### config.mk
export PLATFORM = sky130hd
export DESIGN_NAME = pfra_ctrl
export DESIGN_NICKNAME = d
export VERILOG_FILES = /design/src/rtl/pfra_pkg.sv /design/src/rtl/pfra_ctrl.sv
export SDC_FILE = /design/constraint.sdc
export NUM_CORES = 1
export LEC_CHECK = 0
export ABC_AREA = 0
export BUFFER_PORTS_ARGS = -buffer_cell sky130_fd_sc_hd__buf_4
export CORE_MARGIN = 3
export CORE_UTILIZATION = 35
export CTS_CLUSTER_DIAMETER = 60
export DETAILED_ROUTE_END_ITERATION = 10
export GPL_TIMING_DRIVEN = 0
export PLACE_DENSITY = 0.72
export SYNTH_ARGS = -nofsm -noshare
export SYNTH_HDL_FRONTEND = slang
export SYNTH_SLANG_ARGS = --single-unit
### constraint.sdc
create_clock -name clk -period 2.2 [get_ports clk]
set_clock_uncertainty 0.05 [all_clocks]
set_input_delay 0.11 -clock clk [delete_from_list [all_inputs] [get_ports clk]]
set_output_delay 0.11 -clock clk [all_outputs]
set_load 0.1 [all_outputs]
### src/rtl/pfra_pkg.sv
package pfra_pkg;

  localparam int FRAMES  = 1024;
  localparam int FRAME_W = 10;
  localparam int CNT_W   = 11;

  localparam logic [CNT_W-1:0] FRAMES_C = CNT_W'(FRAMES);

  // Command codes of the input item.
  localparam logic [1:0] CMD_ALLOC = 2'd0;
  localparam logic [1:0] CMD_FREE  = 2'd1;
  localparam logic [1:0] CMD_EVICT = 2'd2;
  localparam logic [1:0] CMD_MARK  = 2'd3;

  // Configuration register indexes.
  localparam logic REG_FIRST_FRAME = 1'b0;
  localparam logic REG_FRAME_COUNT = 1'b1;

  // Controller to datapath.
  typedef struct packed {
    logic start;     // capture the input item and set up the scan
    logic a_step;    // one frame of the alloc scan
    logic e_step;    // one frame of the evict scan
    logic take_run;  // run found: record it and set up the flag writes
    logic fail;      // no run found
    logic wr_step;   // one flag write of the found run
    logic f_load;    // latch the recorded run length for free
    logic f_step;    // one frame of the free sweep
    logic clr_step;  // one entry of the clearing pass
    logic out_load;  // load the result register
  } pfra_cmd_t;

  // Datapath to controller.
  typedef struct packed {
    logic [1:0] op;
    logic       n_zero;
    logic       a_more;
    logic       a_found;
    logic       e_in;
    logic       e_found;
    logic       f_more;
    logic       wr_last;
    logic       clr_last;
    logic       out_free;
  } pfra_stat_t;

endpackage

### src/rtl/pfra_ctrl.sv
module pfra_ctrl (
  input  logic                 clk,
  input  logic                 rst_n,
  input  logic                 in_valid,
  output logic                 in_ready,
  input  pfra_pkg::pfra_stat_t stat,
  output pfra_pkg::pfra_cmd_t  ctl
);
  import pfra_pkg::*;

  localparam logic [3:0] S_CLEAR  = 4'd0;
  localparam logic [3:0] S_IDLE   = 4'd1;
  localparam logic [3:0] S_DISP   = 4'd2;
  localparam logic [3:0] S_ASCAN  = 4'd3;
  localparam logic [3:0] S_ESCAN  = 4'd4;
  localparam logic [3:0] S_FREAD  = 4'd5;
  localparam logic [3:0] S_FLOOP  = 4'd6;
  localparam logic [3:0] S_WRITE  = 4'd7;
  localparam logic [3:0] S_FINISH = 4'd8;

  logic [3:0] state_r, state_nxt;

  assign in_ready = (state_r == S_IDLE);

  always_comb begin
    ctl       = '0;
    state_nxt = state_r;
    case (state_r)
      S_CLEAR: begin
        ctl.clr_step = 1'b1;
        if (stat.clr_last) begin
          state_nxt = S_IDLE;
        end
      end
      S_IDLE: begin
        if (in_valid) begin
          ctl.start = 1'b1;
          state_nxt = S_DISP;
        end
      end
      S_DISP: begin
        case (stat.op)
          CMD_ALLOC: begin
            if (stat.n_zero) begin
              ctl.fail  = 1'b1;
              state_nxt = S_FINISH;
            end else begin
              state_nxt = S_ASCAN;
            end
          end
          CMD_EVICT: begin
            if (stat.n_zero) begin
              ctl.fail  = 1'b1;
              state_nxt = S_FINISH;
            end else begin
              state_nxt = S_ESCAN;
            end
          end
          CMD_FREE: begin
            state_nxt = S_FREAD;
          end
          default: begin
            // Mark was written when the item was taken.
            state_nxt = S_FINISH;
          end
        endcase
      end
      S_ASCAN: begin
        if (stat.a_more) begin
          ctl.a_step = 1'b1;
        end else if (stat.a_found) begin
          ctl.take_run = 1'b1;
          state_nxt    = S_WRITE;
        end else begin
          ctl.fail  = 1'b1;
          state_nxt = S_FINISH;
        end
      end
      S_ESCAN: begin
        if (!stat.e_in) begin
          ctl.fail  = 1'b1;
          state_nxt = S_FINISH;
        end else if (stat.e_found) begin
          ctl.take_run = 1'b1;
          state_nxt    = S_WRITE;
        end else begin
          ctl.e_step = 1'b1;
        end
      end
      S_FREAD: begin
        ctl.f_load = 1'b1;
        state_nxt  = S_FLOOP;
      end
      S_FLOOP: begin
        if (stat.f_more) begin
          ctl.f_step = 1'b1;
        end else begin
          state_nxt = S_FINISH;
        end
      end
      S_WRITE: begin
        ctl.wr_step = 1'b1;
        if (stat.wr_last) begin
          state_nxt = S_FINISH;
        end
      end
      S_FINISH: begin
        if (stat.out_free) begin
          ctl.out_load = 1'b1;
          state_nxt    = S_IDLE;
        end
      end
      default: begin
        state_nxt = S_IDLE;
      end
    endcase
  end

  always_ff @(posedge clk) begin
    if (!rst_n) begin
      state_r <= S_CLEAR;
    end else begin
      state_r <= state_nxt;
    end
  end

endmodule

Word level (Yosys, flattened, before mapping) --
Cells that the tools add are included.
Cells by class: shifts and indexed selects 0, eq/ne operators 17, div/mod/pow operators 0, magnitude comparators 0, bitwise gates (word level) 0, mux-type cells 36, multiply operators 0, add/sub/neg operators 0, reductions and logical operators 4
Operators by type and width (number):
- $mux W4 | 11
- $pmux W4 S9 | 1
- $mux W1 | 19
- $eq A4 B3 Y1 const B | 4
- $ne A2 B2 Y1 const B | 6
- $pmux W4 S3 | 1
- $eq A4 B2 Y1 const B | 2
- $reduce_and A7 Y1 | 1
- $eq A4 B1 Y1 const B | 1
- $eq A4 B4 Y1 const B | 1
- $logic_not A4 Y1 | 1
- $mux W2 | 2
- $ne A3 B3 Y1 const B | 1
- $pmux W1 S3 | 1
- $eq A2 B1 Y1 const B | 1
- $eq A2 B2 Y1 const B | 1
- $logic_not A2 Y1 | 1
- $pmux W1 S2 | 1
- $reduce_or A2 Y1 | 1
Word-level totals: memory bits (read-only) 0, bits of input ports 14, register bits after elaboration 4, latch bits 0, memories 0, RAM bits 0, output and inout bits 11, word-level logic and storage cells 58

Logic depth before layout (Yosys ltp) --
Gate-level depths: netlist of the first run.
word-level depth 4, gate-level depth with buffers 5, depth with buffers taken out 4

Worst setup path after synthesis of the first run --
Ideal clock, no wire load.
kind flip-flop to output port, start register state_r[2], end output ctl[5] (netlist name), required time 2.040 ns, slack -1.034 ns, stages on the path, launching flop included 6, path buffers 1, arrival time 3.074 ns, cell sequence dfxtp_1 > buf_2 > nand2b_1 > nor2_1 > a31oi_1 > o32ai_1
RTL lines:
- from (decl) | RTL line pfra_ctrl.sv:21 | logic [3:0] state_r, state_nxt;
- from (signal assigned) | RTL line pfra_ctrl.sv:123 | state_r <= state_nxt;
- to (decl) | RTL line pfra_ctrl.sv:7 | output pfra_pkg::pfra_cmd_t ctl

==> results.toml, run 1 <==
[critical_path]
cpPeakStageDelay_ns = 0.43
reg2reg_to = "state_r[2]"
end_kind = "output pin"
cp_num_buf_inv = 2
crit_family = "simple AND/OR/NAND/NOR gates"
r2r-start = "state_r[2]"
path_max_fanout = 10
crit_type = "reg2out"
crit_slowest_cell = "dfxtp_1"
reg2regPathDepth = 4
setup.worst_path.start_class = "flip-flop"
cp.required_ns = 2.04
setup.worst_path.end = "ctl[6]"
crit_path_start = "state_r[0]"
arrival_ns = 1.93
path_cells = "clkbuf_2 > nand2_1 > or3_1 > o22ai_2 > buf_6"
cp.depth = 5
rrSetupSlack_ns = 0.51

[finish]
insertedDiodeCount = 0
regMostFlops = "state_r"
nFillCells = 130
largest_register_ffs = 4
drive_gt1_share_pct = 42.57
final_cells = 116
syn_to_final_growth_pct = 51.28
top_regs = "state_r: 4 flops"
fin_nets = 117

[detailed_routing]
via_count = 663
firstDrtPassIters = 4
drt-wirelength-per-cell_um = 13.36
drt_iter0_drc = 20
ant_nets = 0
drc = 0
finalWirelength_um = 1550
via_per_inst = 5.716

[placed_design]
dp_hpwl_um = 1217
pre_cts_ws_ns = 0.1464
portBuffers = 24
place_congestion = 0.8843
dpl.cell_count = 113

[pwr]
p_per_area_nw_per_um2 = 1060
power.net_switching_mw = 0.5121
swShare_pct = 59.21
intPower_mw = 0.3527
p_seq_share_pct = 14.0
p_leak_nw = 0.3366
p_clk_share_pct = 11.1
power.total_mw = 0.8648
vdd_ir_drop_max_uv = 757.0
p_comb_share_pct = 75.0

[yosys]
syn_nets = 88
synth.top_cell.area_share_pct = 14.85
seq_area_frac_synth_pct = 14.85
ys_types = 35
synth_largest_area_cell = "dfxtp_1"
ys_top_cells_by_count = "inv_1 (6), nand2_1 (6), nand2b_1 (6), nor2_1 (6)"
synth.area.top_cells = "dfxtp_1 (15%), nand2b_1 (7.0%), mux2i_1 (5.6%)"
ys_ff_latch = 4
ys_async_sr_fraction_pct = 0
synth-edff-count = 0
syn_area_um2 = 539.3
synthFlopType = "dfxtp_1"
yosysWarnings = 0
synthCells = 74
syn_avg_cell_area_um2 = 7.287

[floorplanning]
core_um2 = 1366
die_w_um = 45.25
die_h_um = 45.25
io_pins = 25
initial_core_util_pct = 39.47
rows = 13
dieArea_um2 = 2048

[timing]
hold_viol = 0
grt_setup_unrepaired = "no"
fin_crit_sh_pct = 95.11
tightest_slew_ns = 0.4316
drv_slew = 0
slew_headroom_pct = 71.23
setup_viol = 0
fin_ws_ns = 0.1076
fin_crit_ns = 2.092
max_clock_freq_mhz = 477.9
hold_slack_ns = 0.1132

[clocking]
clock_sinks = 4
clk_path_buf_depth = 2
htreeDepth = 1
cts-root-buf = "clkbuf_4"
cts_made_buffers = 3
hold_buffers = 0
clkTransAtPathRegs_ns = 0.04
clock_latency_ns = 0.24
post-cts-setup-buffers = 0
cts_tree = "yes"

[grt]
grt_pass1_wl_um = 2670
grt_pass1_vias = 639
antenna_found_initial = 0
grt_usage_pct = 17.51
grt_max_degree = 11
grt-ovfl-total = 0

[hold_path]
hold_class = "in2reg"

[flow_run]
drv_cap = 0

[run_status]
outcome = "complete, no violations"
-- how the worst min path moves through the flow --
stage	from	end	slack (ns)	cells after the start
after floorplan	rst_n	state_r[2]	0.21	2
after global placement	stat[0]	state_r[3]	0.35	3
after detailed placement	stat[0]	state_r[3]	0.37	3
after CTS	stat[0]	state_r[3]	0.11	3
after global routing	rst_n	state_r[1]	0.13	3
final	stat[0]	state_r[3]	0.11	3
-- timing repair --
| action | CTS | global route |
|---|---|---|
| gates resized for setup | 2 | 2 |
| pin swaps | 0 | 0 |
| setup endpoints to repair | 2 | 2 |
-- through the flow --
stage                     utilization, %  setup TNS (ns)  cell area [um2]
after floorplan                        -         -0.2636            584.3
after global placement             57.33               0            783.3
after detailed placement           57.33               0            783.3
after CTS                          59.16               0            808.3
after global routing               59.71               0            815.8
final                              59.71               0            815.8
-- placed cells by master (no fill, tap or decap), types with 2 or more instances in the layout --
cell and n:
nor3_2 3, or4_1 2, or2_0 2, clkbuf_4 3
nand2b_1 6, buf_2 2, a31oi_1 2, inv_1 6
o21ai_0 2, nor2b_1 2, mux2i_1 3, nand3b_1 2
nand2_1 6, nor2_1 4, clkbuf_2 2, buf_4 22
buf_6 2, nand4b_1 2, dfxtp_1 4
-- cell families (layout without fill, tap and decap cells) --
family	count (synthesis)	count (layout)	synth area share, %
DFF	4	4	14.85
buffers and inverters	11	38	8.120
muxes	4	4	9.745
and+or+nand+nor	39	39	42.46
AOI/OAI and AO/OA	16	16	24.83
-- area by class of cell --
cell class	count	area [um2]	area share (%)
multi-input cells	59	460.4	56.44
repair buffers	24	187.7	23.01
flip-flops and latches	4	80.08	9.816
plain buffers	5	23.77	2.914
clock buffers	3	22.52	2.761
inverters	6	22.52	2.761
well taps	15	18.77	2.301
-- power groups by stage --
stage / clock [mW] / combinational (mW) / sequential [mW]
finish: 0.0956 / 0.648 / 0.121
global route: 0.102 / 0.685 / 0.124
CTS: 0.0972 / 0.646 / 0.120
detailed placement: 0 / 0.640 / 0.121
global placement: 0 / 0.639 / 0.121
floorplan: 0 / 0.522 / 0.113
-- worst register-to-register path, cell delays in order (launching register included) --
cell	delay, ns
dfxtp_1	0.36
or2_0	0.23
mux4_2	0.49
o221ai_4	0.26
mux2i_1	0.22
-- per-layer routing --
metal | vias to the layer above | global-route usage (%) | part of all wire [%]
met4 | 0 | 5.263 | 0.52
li1 | 330 | - | -
met3 | 2 | 4.781 | 7.9
met5 | - | 0 | 0
met2 | 28 | 27.68 | 47
met1 | 303 | 23.02 | 44
Power figures use the tool's default switching activity.
==> run 2: changes to the inputs <==
CORE_AREA = 3 3 40 42   (was unset)
CORE_MARGIN = unset   (was 3)
CORE_UTILIZATION = unset   (was 35)
DIE_AREA = 0 0 43 45   (was unset)
PLACE_DENSITY = 0.8   (was 0.72)
==> results.toml, run 2 (synthesized netlist as in run 1, its figures left out) <==
[critical_path]
cp.required_ns = 2.04
path_cells = "or2_1 > clkbuf_1 > or3_1 > o32ai_2 > buf_6"
setup.worst_path.start_class = "flip-flop"
path_max_fanout = 8
crit_slowest_cell = "or3_1"
end_kind = "output pin"
arrival_ns = 1.91
rrSetupSlack_ns = 0.51
cpPeakStageDelay_ns = 0.44
crit_type = "reg2out"

[grt]
grt_max_degree = 11
busiest_layer = "met2"
antenna_found_initial = 0
use_met1_pct = 22.46
grt_usage_pct = 17.42
use_met3_pct = 5.976
grt_pass1_vias = 596
grt_pass1_wl_um = 2559
grt-ovfl-total = 0
use_met2_pct = 29.34

[pwr]
p_per_area_nw_per_um2 = 1053
p_leak_nw = 0.3369
power.total_mw = 0.8592
vdd_ir_drop_max_uv = 785.9

[finish]
top_regs = "state_r: 4 flops"
nFillCells = 125
final_common_cell = "buf_4"
design_area_um2 = 815.8
regMostFlops = "state_r"
largest_register_ffs = 4
fin_nets = 117
insertedDiodeCount = 0
drive_gt1_share_pct = 42.57
mostFrequentLayoutCells = "buf_4 (22), nand2b_1 (6), inv_1 (6), nand2_1 (6)"
final_cells = 116
syn_to_final_growth_pct = 51.28

[placed_design]
pre_cts_ws_ns = 0.1469
dpl_cell_area_um2 = 783.3
dp_hpwl_um = 1227
dpl.cell_count = 113
portBuffers = 24
place_congestion = 0.8602

[clocking]
cts_tree = "yes"
clk_path_buf_depth = 2
hold_buffers = 0
htreeDepth = 1
cts-root-buf = "clkbuf_4"
clkTransAtPathRegs_ns = 0.04
ctsResizeCount = 2
clock_sinks = 4
post-cts-setup-buffers = 0
cts_made_buffers = 3
clock_latency_ns = 0.23

[timing]
hold_viol = 0
grt_setup_unrepaired = "no"
fin_ws_ns = 0.1285
max_clock_freq_mhz = 482.7
fin_crit_ns = 2.072
slew_headroom_pct = 73.23
drv_slew = 0
fin_crit_sh_pct = 94.16
tns_ns = 0
setup_viol = 0
tightest_slew_ns = 0.4015

[hold_path]
hold_class = "in2reg"

[detailed_routing]
via_per_inst = 5.759
via_count = 668
ant_nets = 0
firstDrtPassIters = 4
drc = 0
drt-wirelength-per-cell_um = 13.47
finalWirelength_um = 1563
drt_iter0_drc = 12

[floorplanning]
die_h_um = 45
dieArea_um2 = 1935
die_w_um = 43
initial_core_util_pct = 41.97
io_pins = 25
rows = 13
core_um2 = 1285

[run_status]
outcome = "complete, no violations"

[flow_run]
drv_cap = 0
## run 2: cell count changes in the layout (fill, tap and decap cells not counted)
cell and delta:
clkbuf_2 -1, buf_2 +1
## run 2: area by class of cell
| class | instances | area, um2 | area share, % |
|---|---|---|---|
| repair buffers | 24 | 187.7 | 23.01 |
| flip-flops and latches | 4 | 80.08 | 9.816 |
| multi-input cells | 59 | 460.4 | 56.44 |
| plain buffers | 5 | 23.77 | 2.914 |
| inverters | 6 | 22.52 | 2.761 |
| well taps | 15 | 18.77 | 2.301 |
| clock buffers | 3 | 22.52 | 2.761 |
## run 2: critical path: cells and delay by family (launching register included)
family	cells	cell delay, ns
AOI/OAI and AO/OA	1	0.16
DFF	1	0.36
buffers and inverters	2	0.47
and+or+nand+nor	2	0.68
## run 2: power by group
group | switching (mW) | internal, mW
Sequential | 0.0274 | 0.0922
Clock | 0.0290 | 0.0609
Combinational | 0.450 | 0.200
## run 2: worst paths after layout
path | start | end | cells past startpoint
hold / removal | rst_n | state_r[0] | 3
setup / recovery | state_r[2] | ctl[5] | 5
hold reg to reg | state_r[3] | state_r[3] | 2
setup reg to reg | state_r[2] | state_r[2] | 4
## run 2: per-stage QoR
step,utilization [%],hold slack (ns)
after global routing,63.49,0.1317
after floorplan,-,0.2105
after CTS,62.90,0.1259
after global placement,60.95,0.3499
final,63.49,0.1369
after detailed placement,60.95,0.3718
## run 2: metal layers
| layer | up-vias | wire length, um |
|---|---|---|
| li1 | 330 | - |
| met1 | 309 | 690 |
| met2 | 29 | 761 |
| met3 | 0 | 112 |
| met4 | 0 | 0 |
| met5 | - | 0 |
==> run 3: changes to the inputs <==
HOLD_SLACK_MARGIN = 0.02   (was unset)
clock period = 2.3 ns   (was 2.2 ns; I/O delays follow)
==> results.toml, run 3 (synthesized netlist as in run 1, its figures left out) <==
[critical_path]
cp.required_ns = 2.13
crit_type = "reg2out"
cpPeakStageDelay_ns = 0.45
r2r-start = "state_r[2]"
end_kind = "output pin"
cp_num_buf_inv = 2
reg2reg_to = "state_r[2]"
arrival_ns = 1.98
setup.worst_path.start_class = "flip-flop"
crit_family = "simple AND/OR/NAND/NOR gates"
cp.depth = 5
crit_slowest_cell = "or3_1"
rrSetupSlack_ns = 0.57
path_max_fanout = 8
reg2regPathDepth = 4
path_cells = "or2_1 > clkbuf_1 > or3_1 > o32ai_2 > buf_4"

[timing]
fin_crit_ns = 2.145
slew_headroom_pct = 71.32
max_clock_freq_mhz = 466.1
drv_slew = 0
tightest_slew_ns = 0.4302
grt_setup_unrepaired = "no"
fin_ws_ns = 0.1546
fin_crit_sh_pct = 93.28
hold_viol = 0
hold_slack_ns = 0.1276
setup_viol = 0

[floorplanning]
dieArea_um2 = 1935
rows = 13
io_pins = 25
die_w_um = 43
die_h_um = 45
initial_core_util_pct = 41.97
core_um2 = 1285

[detailed_routing]
drc = 0
drt-wirelength-per-cell_um = 14.21
drt_iter0_drc = 22
via_per_inst = 5.793
ant_nets = 0
finalWirelength_um = 1648
firstDrtPassIters = 4
via_count = 672

[grt]
antenna_found_initial = 0
grt_pass1_vias = 624
grt-ovfl-total = 0
grt_usage_pct = 18.73
grt_pass1_wl_um = 2739
grt_max_degree = 11

[clocking]
clock_latency_ns = 0.25
clock_sinks = 4
htreeDepth = 1
clk_path_buf_depth = 2
cts_made_buffers = 3
clkTransAtPathRegs_ns = 0.04
cts_tree = "yes"
cts-root-buf = "clkbuf_4"
hold_buffers = 0

[pwr]
vdd_ir_drop_max_uv = 1009
intPower_mw = 0.3352
power.total_mw = 0.8271
p_seq_share_pct = 13.7
p_clk_share_pct = 11.2
p_leak_nw = 0.3352
power.net_switching_mw = 0.4919
swShare_pct = 59.47
p_comb_share_pct = 75.0
p_per_area_nw_per_um2 = 1026

[finish]
multi_input_area_um2 = 457.9
seq_area_um2 = 80.08
syn_to_final_growth_pct = 49.42
regMostFlops = "state_r"
nFillCells = 126
drive_gt1_share_pct = 41.58
largest_register_ffs = 4
mostFrequentLayoutCells = "buf_4 (24), nand2b_1 (6), inv_1 (6), nand2_1 (6), nor2_1 (5)"
fin_nets = 117
top_regs = "state_r: 4 flops"
final_common_cell = "buf_4"
insertedDiodeCount = 0

[placed_design]
place_congestion = 0.8416
pre_cts_ws_ns = 0.2778
dp_hpwl_um = 1297
portBuffers = 24

[hold_path]
hold_class = "in2reg"
hold_depth = 3
hp-start = "stat[0]"
hold-path-endpoint = "state_r[3]"

[run_status]
outcome = "complete, no violations"

[flow_run]
drv_cap = 0
==> run 3: repair_timing <==
action                     CTS  global route
setup buffers                0             0
setup endpoints to repair    2             2
gates resized for setup      1             2
==> run 3: per-stage QoR <==
stage,util (%),instance area [um2],cells,TNS [ns]
6_report,62.71,805.8,116,0
2_1_floorplan,-,581.8,74,-0.004945
3_5_place_dp,60.76,780.7,113,0
3_3_place_gp,60.76,780.7,113,0
4_1_cts,62.61,804.5,116,0
5_1_grt,62.71,805.8,116,0
==> run 3: worst max path at each step <==
stage | startpoint | endpoint | slack [ns]
final | state_r[2] | ctl[5] | 0.15
after CTS | state_r[1] | ctl[5] | 0.09
after global placement | state_r[0] | ctl[5] | 0.24
after detailed placement | state_r[0] | ctl[6] | 0.28
after floorplan | state_r[0] | ctl[3] | -0.005
after global routing | state_r[0] | ctl[5] | 0.04
==> run 3: area by class of cell <==
cell class,count,area share (%)
Sequential cell,4,9.938
Buffer,5,2.950
Inverter,6,2.795
Multi-Input combinational cell,59,56.83
Timing Repair Buffer,24,22.36
Clock buffer,3,2.795
Tap cell,15,2.329
==> run 3: worst min-delay path, stage by stage <==
cell and delay (ns):
buf_4 0.09, or4_1 0.10, o41ai_1 0.07
==> run 3: metal layers <==
metal	wire, um	global-route usage, %
met2	820	30.84
met3	106	7.570
met1	706	22.89
met5	0	0
met4	14	4.819
==> run 3: power groups by stage <==
stage | logic [mW] | registers [mW] | clock network, mW
2_1_floorplan | 0.499 | 0.108 | 0
3_3_place_gp | 0.609 | 0.115 | 0
3_5_place_dp | 0.615 | 0.114 | 0
4_1_cts | 0.619 | 0.113 | 0.0933
5_1_grt | 0.653 | 0.119 | 0.104
6_report | 0.620 | 0.114 | 0.0930
